<file path="src/design/hdlc_pkg.sv">
// Package for the HDLC bit unstuffing deframer core.
// Holds counter sizes, register indexes, record and status codes and the result record type.
// Depends on nothing; every design file imports it.
package hdlc_pkg;

    // Width of the frame byte counter.
    localparam int COUNT_WIDTH = 10;
    // Width of the configuration registers and of the index and length fields.
    localparam int REG_WIDTH   = 10;
    // Common width for comparing the byte counter against a register.
    localparam int CMP_WIDTH   = (COUNT_WIDTH > REG_WIDTH) ? COUNT_WIDTH : REG_WIDTH;

    // Line constants.
    localparam logic [2:0] STUFF_RUN = 3'd5;
    localparam logic [2:0] RUN_SAT   = 3'd7;
    localparam logic [2:0] LAST_BIT  = 3'd7;

    // Reset values of the configuration registers.
    localparam logic [REG_WIDTH-1:0] MIN_FRAME_RESET = REG_WIDTH'(32);
    localparam logic [REG_WIDTH-1:0] MAX_FRAME_RESET = REG_WIDTH'(500);

    // Configuration register indexes.
    typedef enum logic [1:0] {
        REG_MIN_FRAME = 2'd0,
        REG_MAX_FRAME = 2'd1
    } reg_index_t;

    // Kind of an output record.
    typedef enum logic [0:0] {
        KIND_DATA = 1'b0,
        KIND_END  = 1'b1
    } record_kind_t;

    // Status carried by a frame end record.
    typedef enum logic [1:0] {
        STATUS_ACCEPTED = 2'd0,
        STATUS_SHORT    = 2'd1,
        STATUS_ABORTED  = 2'd2
    } frame_status_t;

    // One output record.
    typedef struct packed {
        record_kind_t           record_kind;
        logic [7:0]             data_byte;
        logic [REG_WIDTH-1:0]   byte_index;
        logic [REG_WIDTH-1:0]   frame_length;
        frame_status_t          frame_status;
    } record_t;

endpackage

</file>
<file path="src/design/hdlc_bit_unstuff_deframer_core.sv">
// Top level of the HDLC bit unstuffing deframer core.
// Unstuffs received line bits, assembles bytes and reports frame ends.
// Depends on hdlc_pkg.
//
// Usage:
// - Slave stream (s_axis_*) takes one received line bit per transfer in
//   s_axis_tdata[0]; the other tdata bits are ignored.
// - Master stream (m_axis_*) gives at most one record per input bit.
//   m_axis_tuser is the record kind (data byte or frame end); m_axis_tdata
//   carries the byte, its index, the frame length and the frame status.
// - Configuration channel (cfg_*) writes the minimum and maximum frame
//   length; it is always ready and is meant to be used while the core is idle.
// Timing:
// - One bit is accepted every cycle while s_axis_tready is high. The deframing
//   state is updated in the cycle of the transfer and the record is registered.
// - An output register and a skid register follow the state logic, so the
//   core keeps taking bits while one record waits; s_axis_tready drops only
//   when both are full, and rises again as soon as the receiver takes one.
// - Reset clears all counters and the valid flags of the record buffers and
//   loads the default limits of 32 and 500 bytes.
module hdlc_bit_unstuff_deframer_core
    import hdlc_pkg::*;
(
    input  logic                 clk,
    input  logic                 rst_n,
    // Line bit input stream.
    input  logic                 s_axis_tvalid,
    output logic                 s_axis_tready,
    input  logic [7:0]           s_axis_tdata,   // [0] line_bit, [7:1] zero
    // Record output stream.
    output logic                 m_axis_tvalid,
    input  logic                 m_axis_tready,
    output logic [31:0]          m_axis_tdata,   // [7:0] data_byte, [17:8] byte_index,
                                                 // [27:18] frame_length,
                                                 // [29:28] frame_status, [31:30] zero
    output logic                 m_axis_tuser,   // [0] record_kind
    // Configuration write channel.
    input  logic                 cfg_valid,
    output logic                 cfg_ready,
    input  logic [1:0]           cfg_index,
    input  logic [REG_WIDTH-1:0] cfg_data
);

    localparam logic [COUNT_WIDTH-1:0] COUNT_FULL = {COUNT_WIDTH{1'b1}};

    // Configuration registers.
    logic [REG_WIDTH-1:0]   min_frame_reg;
    logic [REG_WIDTH-1:0]   max_frame_reg;

    // Deframing state.
    logic [2:0]             ones_run_reg,   ones_run_next;
    logic [2:0]             bit_count_reg,  bit_count_next;
    logic [COUNT_WIDTH-1:0] byte_count_reg, byte_count_next;
    logic [7:0]             shift_byte_reg, shift_byte_next;

    // Record buffers.
    logic                   out_valid_reg,  out_valid_next;
    logic                   skid_valid_reg, skid_valid_next;
    record_t                out_rec_reg,    out_rec_next;
    record_t                skid_rec_reg,   skid_rec_next;

    logic                   in_xfer;
    logic                   out_xfer;
    logic                   line_bit;
    logic                   run_full;
    logic                   over_max;
    logic                   rec_emit;
    record_t                rec;
    logic [7:0]             shifted;

    assign cfg_ready     = 1'b1;
    assign s_axis_tready = !skid_valid_reg;
    assign in_xfer       = s_axis_tvalid && s_axis_tready;
    assign out_xfer      = m_axis_tvalid && m_axis_tready;
    assign line_bit      = s_axis_tdata[0];

    // Configuration writes.
    always_ff @(posedge clk or negedge rst_n)
    begin
        if (!rst_n)
        begin
            min_frame_reg <= MIN_FRAME_RESET;
            max_frame_reg <= MAX_FRAME_RESET;
        end
        else if (cfg_valid && cfg_ready)
        begin
            if (cfg_index == REG_MIN_FRAME)
            begin
                min_frame_reg <= cfg_data;
            end
            else if (cfg_index == REG_MAX_FRAME)
            begin
                max_frame_reg <= cfg_data;
            end
        end
    end

    // Frame overrun: above the maximum, or counter full so it never wraps.
    assign run_full = (ones_run_reg >= STUFF_RUN);
    assign over_max = (CMP_WIDTH'(byte_count_reg) > CMP_WIDTH'(max_frame_reg))
                      || (byte_count_reg == COUNT_FULL);
    assign shifted  = {line_bit, shift_byte_reg[7:1]};

    // Unstuffing, flag detection and byte assembly for one bit.
    always_comb
    begin
        ones_run_next   = ones_run_reg;
        bit_count_next  = bit_count_reg;
        byte_count_next = byte_count_reg;
        shift_byte_next = shift_byte_reg;
        rec_emit        = 1'b0;
        rec             = '{record_kind: KIND_END, data_byte: 8'd0,
                            byte_index: '0, frame_length: '0,
                            frame_status: STATUS_ACCEPTED};
        rec.frame_length = REG_WIDTH'(byte_count_reg);

        if (in_xfer)
        begin
            if (run_full)
            begin
                // A one after five ones is a flag; a zero is a stuffed bit.
                if (line_bit)
                begin
                    if (byte_count_reg != '0)
                    begin
                        rec_emit = 1'b1;
                        if (over_max)
                        begin
                            rec.frame_status = STATUS_ABORTED;
                        end
                        else if (CMP_WIDTH'(byte_count_reg) >= CMP_WIDTH'(min_frame_reg))
                        begin
                            rec.frame_status = STATUS_ACCEPTED;
                        end
                        else
                        begin
                            rec.frame_status = STATUS_SHORT;
                        end
                    end
                    bit_count_next  = '0;
                    byte_count_next = '0;
                    shift_byte_next = '0;
                end
            end
            else if (over_max)
            begin
                // Abort an overlong frame.
                rec_emit         = 1'b1;
                rec.frame_status = STATUS_ABORTED;
                bit_count_next   = '0;
                byte_count_next  = '0;
                shift_byte_next  = '0;
            end
            else
            begin
                // Data bit, first bit ends in the least significant position.
                shift_byte_next = shifted;
                bit_count_next  = bit_count_reg + 3'd1;
                if (bit_count_reg == LAST_BIT)
                begin
                    rec_emit         = 1'b1;
                    rec.record_kind  = KIND_DATA;
                    rec.data_byte    = shifted;
                    rec.byte_index   = REG_WIDTH'(byte_count_reg);
                    rec.frame_length = '0;
                    rec.frame_status = STATUS_ACCEPTED;
                    byte_count_next  = byte_count_reg + COUNT_WIDTH'(1);
                end
            end

            // Run of ones, saturating.
            if (line_bit)
            begin
                ones_run_next = (ones_run_reg < RUN_SAT) ? ones_run_reg + 3'd1 : RUN_SAT;
            end
            else
            begin
                ones_run_next = '0;
            end
        end
    end

    // Output register and skid register.
    always_comb
    begin
        out_valid_next  = out_valid_reg;
        skid_valid_next = skid_valid_reg;
        out_rec_next    = out_rec_reg;
        skid_rec_next   = skid_rec_reg;

        if (out_xfer)
        begin
            out_valid_next = skid_valid_reg;
            out_rec_next   = skid_rec_reg;
            skid_valid_next = 1'b0;
        end

        if (rec_emit)
        begin
            if (!out_valid_reg || (out_xfer && !skid_valid_reg))
            begin
                out_valid_next = 1'b1;
                out_rec_next   = rec;
            end
            else
            begin
                skid_valid_next = 1'b1;
                skid_rec_next   = rec;
            end
        end
    end

    // Control state.
    always_ff @(posedge clk or negedge rst_n)
    begin
        if (!rst_n)
        begin
            ones_run_reg   <= '0;
            bit_count_reg  <= '0;
            byte_count_reg <= '0;
            shift_byte_reg <= '0;
            out_valid_reg  <= 1'b0;
            skid_valid_reg <= 1'b0;
        end
        else
        begin
            ones_run_reg   <= ones_run_next;
            bit_count_reg  <= bit_count_next;
            byte_count_reg <= byte_count_next;
            shift_byte_reg <= shift_byte_next;
            out_valid_reg  <= out_valid_next;
            skid_valid_reg <= skid_valid_next;
        end
    end

    // Record payload.
    always_ff @(posedge clk)
    begin
        out_rec_reg  <= out_rec_next;
        skid_rec_reg <= skid_rec_next;
    end

    // Output packing.
    assign m_axis_tvalid = out_valid_reg;
    assign m_axis_tuser  = out_rec_reg.record_kind;
    assign m_axis_tdata  = {2'b00, out_rec_reg.frame_status, out_rec_reg.frame_length,
                            out_rec_reg.byte_index, out_rec_reg.data_byte};

    // The skid register is only filled behind a full output register.
    a_skid_behind_out: assert property (@(posedge clk) disable iff (!rst_n)
        skid_valid_reg |-> out_valid_reg)
        else $error("skid record held while output register is empty");

    // After a completed byte, m_axis_tvalid is always high on the next cycle.
    a_byte_emitted: assert property (@(posedge clk) disable iff (!rst_n)
        (in_xfer && !run_full && !over_max && bit_count_reg == LAST_BIT) |=> m_axis_tvalid)
        else $error("completed byte not presented");

    // A frame end record never reports an empty frame.
    a_end_not_empty: assert property (@(posedge clk) disable iff (!rst_n)
        (out_valid_reg && out_rec_reg.record_kind == KIND_END)
            |-> (out_rec_reg.frame_length != '0))
        else $error("frame end record with zero length");

    // Data records carry no length or status.
    a_data_clean: assert property (@(posedge clk) disable iff (!rst_n)
        (out_valid_reg && out_rec_reg.record_kind == KIND_DATA)
            |-> (out_rec_reg.frame_length == '0 && out_rec_reg.frame_status == STATUS_ACCEPTED))
        else $error("data record carries frame end fields");

endmodule
</file>
<file path="config.mk">
export PLATFORM = sky130hd
export DESIGN_NAME = hdlc_bit_unstuff_deframer_core
export DESIGN_NICKNAME = d
export VERILOG_FILES = /design/src/design/hdlc_pkg.sv /design/src/design/hdlc_bit_unstuff_deframer_core.sv
export SDC_FILE = /design/constraint.sdc
export NUM_CORES = 1
export LEC_CHECK = 0
export ABC_AREA = 1
export BUFFER_PORTS_ARGS = -buffer_cell sky130_fd_sc_hd__buf_2
export CORE_MARGIN = 2
export CORE_UTILIZATION = 40
export DETAILED_ROUTE_END_ITERATION = 8
export GPL_ROUTABILITY_DRIVEN = 0
export PLACE_DENSITY_LB_ADDON = 0.08
export SKIP_LAST_GASP = 1
export SLEW_MARGIN = 20
export SYNTH_ARGS = -nofsm -noshare
export SYNTH_HDL_FRONTEND = slang
export SYNTH_SLANG_ARGS = --single-unit
</file>
<file path="constraint.sdc">
create_clock -name clk -period 10.17 [get_ports clk]
set_input_delay 2.034 -clock clk [delete_from_list [all_inputs] [get_ports clk]]
set_output_delay 2.034 -clock clk [all_outputs]
set_load 0.01 [all_outputs]
</file>
==> impl_metrics.toml, run 1 <==
[critical_path]
r2r-end = "skid_rec_reg[8]"
start_kind = "input port"
path_delay_family = "simple AND/OR/NAND/NOR gates"
rr_worst_depth = 10
startpoint = "m_axis_tready"
cpPeakStageDelay_ps = 670
endpoint = "m_axis_tdata[23]"
worst-path-stages = 8
cp.arrival_ps = 4290
cp_cell_sequence = "buf_2, nand2_1, buf_4, o21ai_1, buf_4, nand3_2, nand2_1, o21ai_1"
r2r_setup_slack_ps = 7350
end_kind = "flop"
required_ps = 10390
crit_path_max_fanout = 39
cp.buffers_inverters = 3
path_class = "in2reg"
slowest_stage = "nand3_2"
reg2reg_from = "byte_count_reg[5]"

[synth]
synth-seq-cells = 107
yosysSeqAreaShare = 0.517
synth_area_um2 = 5190
syn-mean-instance-area_um2 = 8.23
synthTopCellsByArea = "dfrtp_1 (18%), edfxtp_1 (18%), nand2_1 (17%), dfxtp_1 (12%), ha_1 (6.3%)"
yosysTopAreaCellShare = 0.183
yosys.area.top_type = "dfrtp_1"
yosysUniqueCellTypes = 33
syn_inst = 631
yosysWarnings = 0

[layout]
layout_commonest_cell = "nand2_1"
fillerInstances = 1314
largest_reg_flops = 31
regArea_um2 = 2690
finalNonFillerCells = 849
area_growth_pct = 12.2
layout_common_cells = "nand2_1 (236), inv_1 (83), buf_2 (49)"
multi_input_area_um2 = 2040
n_antenna_cell = 0
nets = 723
drive_gt1_frac = 0.157

[hold_path]
hp-class = "reg2reg"

[timing]
rsz0062_at_grt = "no"
min_period_over_period = 0.400
slew_violations = 0
fmax_ghz = 0.246
max_slew_margin = 0.335
fin_skew_ps = 12.2
worst_pin_slew_ps = 992
fin_crit_ps = 4070
setup_viol = 0
hold_viol_final = 0
tns_ps = 0

[route]
ant_nets = 0
wl_per_cell_um = 12.8
drc_errors = 0
drtPass1Iterations = 7
drt_iter0_markers = 255
vias_per_cell = 4.60
dr_total_vias = 3904
finalWirelength_um = 10900

[global_routing]
grt_pass1_vias = 3709
grt_max_degree = 46
overflow = 0
antenna_found_initial = 0
grt_pass1_wl_um = 18400
grt.total_usage = 0.167

[status]
status = "completed"

[clocking]
clock_latency_ps = 360
cts.repair.resized = 0
cts_buffers = 9
clk_pin_slew_worst_paths_ps = 70
post_cts_buffers = 0
cts.path.max_buffers = 2
h-tree-depth = 3
clock_sinks = 107
cts-root-buf = "clkbuf_16"
tritoncts = "built"
hold_buffers = 0

[floorplanning]
start_util = 0.410
row_count = 41
ios = 61
coreArea_um2 = 12700
die_x_um = 118
die-area_um2 = 13900
die-height_um = 118

[pwr]
p_per_area_nw_per_um2 = 146
p_leak_nw = 2.91
vdd_drop_max_v = 0.0000729

[placed_design]
placed_cells = 833
port-buffer-count = 50
place_hpwl_um = 7500

[job]
maxCapViolations = 0
==> Yosys cell counts <==
cell type and number:
nor2_1 13, dfstp_2 7, a21boi_0 1, nor3_4 1, dfrtp_1 38, ha_1 26, xor2_1 3, mux2i_1 2
clkbuf_1 15, dfxtp_1 31, nand3_1 17, o31ai_1 1, o21ai_0 43, conb_1 2, buf_2 1, nand4_2 1
buf_4 3, a211oi_1 1, and2_1 4, nand4_1 4, o21ai_1 12, nor2_2 15, inv_1 84, a21oi_1 11
buf_6 5, nand2_2 4, nand3b_1 1, edfxtp_1 31, nor3_1 7, o22ai_1 3, inv_2 6, nand3_2 2
nand2_1 236
==> per-layer routing <==
layer  vias up  track usage  wire, um
met5         -            0         0
met2        56        0.262      4750
met1      1785        0.230      5660
met4         0       0.0587       169
li1       2053            -         -
met3        10       0.0354       319
==> worst min-delay path, delay by kind of cell (launching register included) <==
| family | cells | cell delay [ps] |
|---|---|---|
| DFF | 1 | 340 |
| AOI/OAI and AO/OA | 1 | 60 |
| and+or+nand+nor | 1 | 50 |
==> how the worst min path moves through the flow <==
stage / startpoint / cells past startpoint / slack [ps] / endpoint
global placement: min_frame_reg[6] / 2 / 470 / min_frame_reg[6]
finish: min_frame_reg[7] / 2 / 490 / min_frame_reg[7]
global route: max_frame_reg[7] / 2 / 510 / max_frame_reg[7]
detailed placement: min_frame_reg[7] / 2 / 480 / min_frame_reg[7]
CTS: min_frame_reg[7] / 2 / 500 / min_frame_reg[7]
floorplan: max_frame_reg[1] / 2 / 450 / max_frame_reg[1]
==> through the flow <==
stage	utilization	cell area [um2]	worst slack (ps)	total power, mW	hold slack, ps
final	0.460	5830	6100	0.853	488
after global routing	0.460	5830	5830	0.897	511
after CTS	0.460	5830	6020	0.864	495
after detailed placement	0.438	5550	5660	0.529	478
after global placement	0.438	5550	5660	0.527	471
after floorplan	-	5200	5770	0.511	453
==> power breakdown <==
group / leakage, nW / switching (mW) / internal (mW)
registers: 0.938 / 0.00667 / 0.454
clock network: 0.139 / 0.161 / 0.173
logic: 1.83 / 0.0347 / 0.0234
==> layout make-up <==
| cell class | instances | area share |
|---|---|---|
| Timing Repair Buffer | 53 | 0.0472 |
| Clock inverter | 6 | 0.00687 |
| Multi-Input combinational cell | 411 | 0.349 |
| Clock buffer | 10 | 0.0410 |
| Tap cell | 172 | 0.0369 |
| Inverter | 90 | 0.0579 |
| Sequential cell | 107 | 0.461 |
==> logic make-up (layout without fill, tap and decap cells) <==
| kind of cell | Yosys count | after routing | share of synthesized area |
|---|---|---|---|
| DFF | 107 | 107 | 0.517 |
| buffers and inverters | 114 | 159 | 0.0920 |
| and+or+nand+nor | 305 | 305 | 0.246 |
| muxes | 2 | 2 | 0.00385 |
| xor gates and xnor gates | 3 | 3 | 0.00506 |
| other | 2 | 3 | 0.00145 |
| AOI/OAI and AO/OA | 72 | 72 | 0.0715 |
| adders and majority gates | 26 | 26 | 0.0626 |
Power figures use the tool's default switching activity.
==> run 2, diff against run 1 <==
==> constraint.sdc (replaced) <==
create_clock -name clk -period 3.65 [get_ports clk]
set_input_delay 0.73 -clock clk [delete_from_list [all_inputs] [get_ports clk]]
set_output_delay 0.73 -clock clk [all_outputs]
set_load 0.01 [all_outputs]
==> run 2 against run 1 <==
  * Design area up 1.2%
  * Register-to-register slack worse by 6400 ps
  * Core utilization grew 0.53 points
  * Non-clock buffer count grew 5
  * Critical path type is now reg2reg
  * Largest power group unchanged
==> impl_metrics.toml, run 2 (same netlist as run 1, synthesis figures left out) <==
[clocking]
cts-root-buf = "clkbuf_16"
cts.path.max_buffers = 2
clock_sinks = 107
cts_buffers = 9
h-tree-depth = 3
cts.repair.resized = 0
clock_latency_ps = 350
hold_buffers = 0
tritoncts = "built"
clk_pin_slew_worst_paths_ps = 70
post_cts_buffers = 0

[status]
status = "completed"

[pwr]
netSwitchingPower_mw = 0.553
p_comb_frac = 0.065
seqPwrFrac = 0.516
p_per_area_nw_per_um2 = 422
swShare = 0.223
clkPwrFrac = 0.418
p_leak_nw = 2.94
internal-power_mw = 1.93
vdd_drop_max_v = 0.000175

[global_routing]
grt.total_usage = 0.171
busiest_layer = "met2"
met2_usage = 0.262
met1_usage = 0.241
antenna_found_initial = 0
grt_pass1_wl_um = 18900
globalRouteMet3Util = 0.0281
overflow = 0
grt_max_degree = 42
grt_pass1_vias = 3704

[timing]
fin_skew_ps = 7.60
hold_ws_ps = 487
worst_pin_slew_ps = 964
tns_ps = 0
rsz0062_at_grt = "no"
fmax_ghz = 0.367
hold_viol_final = 0
slew_violations = 0
max_slew_margin = 0.353
setup_viol = 0
min_period_over_period = 0.747
fin_crit_ps = 2730

[route]
dr_total_vias = 3935
ant_nets = 0
drtPass1Iterations = 4
wl_per_cell_um = 13.3
drt_iter0_markers = 292
vias_per_cell = 4.61
drc_errors = 0
finalWirelength_um = 11300

[layout]
layout_common_cells = "nand2_1 (236), inv_1 (83), buf_2 (50)"
multi_input_area_um2 = 2040
nets = 728
largest_reg_flops = 31
n_antenna_cell = 0
regArea_um2 = 2690
layout_commonest_cell = "nand2_1"
area_growth_pct = 13.5
fillerInstances = 1299
drive_gt1_frac = 0.158

[floorplanning]
start_util = 0.410
row_count = 41
ios = 61
die_x_um = 118
die-height_um = 118
die-area_um2 = 13900
coreArea_um2 = 12700

[critical_path]
cpPeakStageDelay_ps = 530
required_ps = 3760
path_class = "reg2reg"
rr_worst_depth = 11
start_kind = "flop"
worst-path-stages = 11
slowest_stage = "dfstp_2"
cp.arrival_ps = 2840
crit_path_max_fanout = 30
end_kind = "flop"
cp_cell_sequence = "inv_1, ha_1, nand2_1, nor2_1, nand4_1, nand2_2, nand3_2, inv_2, nand2_2, nand2_1, inv_1"
cp.buffers_inverters = 3
path_delay_family = "simple AND/OR/NAND/NOR gates"

[hold_path]
hp-class = "reg2reg"
hold_path_depth = 2

[placed_design]
place_hpwl_um = 7760
port-buffer-count = 50

[job]
maxCapViolations = 0
==> run 2: cell count changes in the layout (fill, tap and decap cells not counted) <==
cell,change
buf_4,+4
clkbuf_1,+3
clkinv_2,-3
bufinv_16,+2
buf_2,+1
clkbuf_8,-1
clkinv_4,-1
clkinvlp_4,+1
inv_6,-1
==> run 2: worst paths after layout <==
kind                                  start          endpoint  slack, ps
min                        min_frame_reg[9]  min_frame_reg[9]        490
min reg2reg                min_frame_reg[9]  min_frame_reg[9]        490
min in group asynchronous             rst_n  min_frame_reg[4]        530
max                        max_frame_reg[5]  skid_rec_reg[11]        920
max reg2reg                max_frame_reg[5]  skid_rec_reg[11]        920
max in group asynchronous             rst_n  max_frame_reg[5]       2390
==> run 2: cell type report <==
| class | count | share of cell area |
|---|---|---|
| clock inverters | 4 | 0.0127 |
| well taps | 172 | 0.0365 |
| flip-flops and latches | 107 | 0.455 |
| clock buffers | 12 | 0.0401 |
| multi-input cells | 411 | 0.345 |
| inverters | 90 | 0.0573 |
| repair buffers | 58 | 0.0526 |
==> run 2: stage by stage <==
| step | instance area [um2] | power, mW | utilization | cells | setup WS (ps) |
|---|---|---|---|---|---|
| finish | 5900 | 2.49 | 0.465 | 854 | 922 |
| global route | 5900 | 2.61 | 0.465 | 854 | 673 |
| CTS | 5900 | 2.51 | 0.465 | 854 | 889 |
| detailed placement | 5590 | 1.48 | 0.441 | 838 | 787 |
| global placement | 5590 | 1.47 | 0.441 | 838 | 843 |
| floorplan | 5200 | 1.42 | - | 632 | 415 |
==> run 2: layer usage <==
layer	vias up	part of all wire
met5	-	0
met4	0	0.020
met3	18	0.038
met2	80	0.44
met1	1771	0.50
li1	2066	-
==> run 2: power groups by stage <==
stage                     Clock [mW]  Combinational, mW  Sequential, mW
after floorplan                    0              0.121            1.30
after global placement             0              0.161            1.31
after detailed placement           0              0.168            1.31
after CTS                       1.06              0.168            1.29
after global routing            1.12              0.200            1.29
final                           1.04              0.162            1.28
==> run 2: worst reg2reg max path, cell delays in order, from the launching register on <==
cell     delay [ps]
dfstp_2         530
inv_1            50
ha_1            290
nand2_1          70
nor2_1          160
nand4_1         130
nand2_2         120
nand3_2         150
inv_2           210
nand2_2         470
nand2_1         260
inv_1            50
==> run 3, diff against run 2 <==
==> constraint.sdc (replaced) <==
create_clock -name clk -period 2.4 [get_ports clk]
set_input_delay 0.48 -clock clk [delete_from_list [all_inputs] [get_ports clk]]
set_output_delay 0.48 -clock clk [all_outputs]
set_load 0.01 [all_outputs]
==> run 3 against run 2 <==
  * Critical path depth did not move
  * Core utilization is 2.1 points higher
  * Sequential share of layout area shrank 2.0 points
  * Via count rose by 2.2%
  * Power is 46% higher
  * Largest cell class unchanged
==> impl_metrics.toml, run 3 (same netlist as run 1, synthesis figures left out) <==
[status]
status = "completed"

[clocking]
cts-root-buf = "clkbuf_16"
clock_sinks = 107
tritoncts = "built"
h-tree-depth = 3
cts_buffers = 9
clk_pin_slew_worst_paths_ps = 70
cts.path.max_buffers = 2
clock_latency_ps = 350

[timing]
slew_violations = 0
setup_slack_ps = 70.5
tns_ps = 0
min_period_over_period = 0.971
worst_pin_slew_ps = 692
max_slew_margin = 0.537
rsz0062_at_grt = "yes"
fin_skew_ps = 5.73
fin_crit_ps = 2330
fmax_ghz = 0.429
setup_viol = 0
hold_viol_final = 0

[pwr]
clkPwrFrac = 0.381
internal-power_mw = 2.77
netSwitchingPower_mw = 0.857
p_comb_frac = 0.080
swShare = 0.236
vdd_drop_max_v = 0.000268
seqPwrFrac = 0.539
power.total_mw = 3.63
p_leak_nw = 3.05
p_per_area_nw_per_um2 = 589

[global_routing]
grt_pass1_wl_um = 18600
antenna_found_initial = 0
overflow = 0
grt_pass1_vias = 3650
grt.total_usage = 0.170
grt_max_degree = 40

[layout]
drive_gt1_frac = 0.202
layout_common_cells = "nand2_1 (232), inv_1 (79), buf_2 (50)"
n_antenna_cell = 0
largest_reg_flops = 31
area_growth_pct = 18.6
layout_commonest_cell = "nand2_1"
finalNonFillerCells = 871
nets = 745

[route]
dr_total_vias = 4020
drc_errors = 0
finalWirelength_um = 11700
drtPass1Iterations = 4
ant_nets = 0
wl_per_cell_um = 13.4
vias_per_cell = 4.62
drt_iter0_markers = 244

[floorplanning]
row_count = 41
die-height_um = 118
start_util = 0.410
coreArea_um2 = 12700
die_x_um = 118
ios = 61
die-area_um2 = 13900

[critical_path]
required_ps = 2470
crit_path_max_fanout = 8
cp.arrival_ps = 2400
cp_cell_sequence = "inv_2, ha_4, nand2_4, nor2_2, nand3_2, nand3_2, nand2_2, nand4_1, nand2_2, nor2_4, clkbuf_16"
slowest_stage = "dfstp_2"
start_kind = "flop"
end_kind = "flop"
path_class = "reg2reg"
cpPeakStageDelay_ps = 550

[placed_design]
dp_slack_ps = 47.9
place_hpwl_um = 7940
placed_cells = 848
port-buffer-count = 50

[hold_path]
hp-class = "in2async"

[job]
maxCapViolations = 0
## run 3: cell count changes in the layout (fill, tap and decap cells not counted), sizes merged
cell      previous run  this run
bufinv               2         0
clkinvlp             2         1
buf                 58        73
clkbuf              12        13
clkinv               1         4
inv                 89        90
## run 3: area by class of cell
class                      count  area [um2]
clock inverter                 5        28.8
timing repair buffer          75         527
sequential                   107        2690
multi-input combinational    411        2120
tap                          172         215
inverter                      90         338
fill                        1279        6510
clock buffer                  11         243
## run 3: final timing paths
check | from | endpoint | slack, ps | cells after the start
setup / recovery | max_frame_reg[5] | skid_rec_reg[12] | 70 | 11
hold / removal | rst_n | min_frame_reg[8] | 120 | 1
setup reg to reg | max_frame_reg[5] | skid_rec_reg[12] | 70 | 11
hold reg to reg | min_frame_reg[2] | min_frame_reg[2] | 490 | 2
max in group asynchronous | rst_n | shift_byte_reg[2] | 1770 | 2
min in group clk | cfg_data[6] | max_frame_reg[6] | 350 | 3
## run 3: through the flow
stage	hold WS, ps	instance area (um2)	util
floorplan	184	5210	-
CTS	127	5990	0.473
detailed placement	474	5720	0.451
global placement	470	5720	0.451
global route	153	6160	0.486
finish	115	6160	0.486
## run 3: layer usage
metal | part of all wire | track usage | vias up
met5 | 0 | 0 | -
met4 | 0.015 | 0.0587 | 0
met3 | 0.037 | 0.0354 | 10
met2 | 0.46 | 0.262 | 72
met1 | 0.49 | 0.237 | 1837
li1 | - | - | 2101
## run 3: timing repair
action                                  in CTS  in global routing
endpoints found under the setup margin       0                 44
gates resized for setup                      0                 17
hold buffers                                 0                  0
setup buffers                                0                  4
## run 3: power groups by stage
stage | logic [mW] | registers (mW) | clock network [mW]
after global placement | 0.248 | 1.99 | 0
after global routing | 0.348 | 1.96 | 1.50
after CTS | 0.260 | 1.95 | 1.42
after detailed placement | 0.258 | 1.99 | 0
after floorplan | 0.183 | 1.98 | 0
final | 0.291 | 1.96 | 1.38
## run 3: critical path, delay by kind of cell (launching register included)
family,cells,cell delay [ps]
buffers and inverters,2,260
flip-flops,1,550
adder cells (fa/ha/maj),1,270
AND/OR/NAND/NOR,8,970
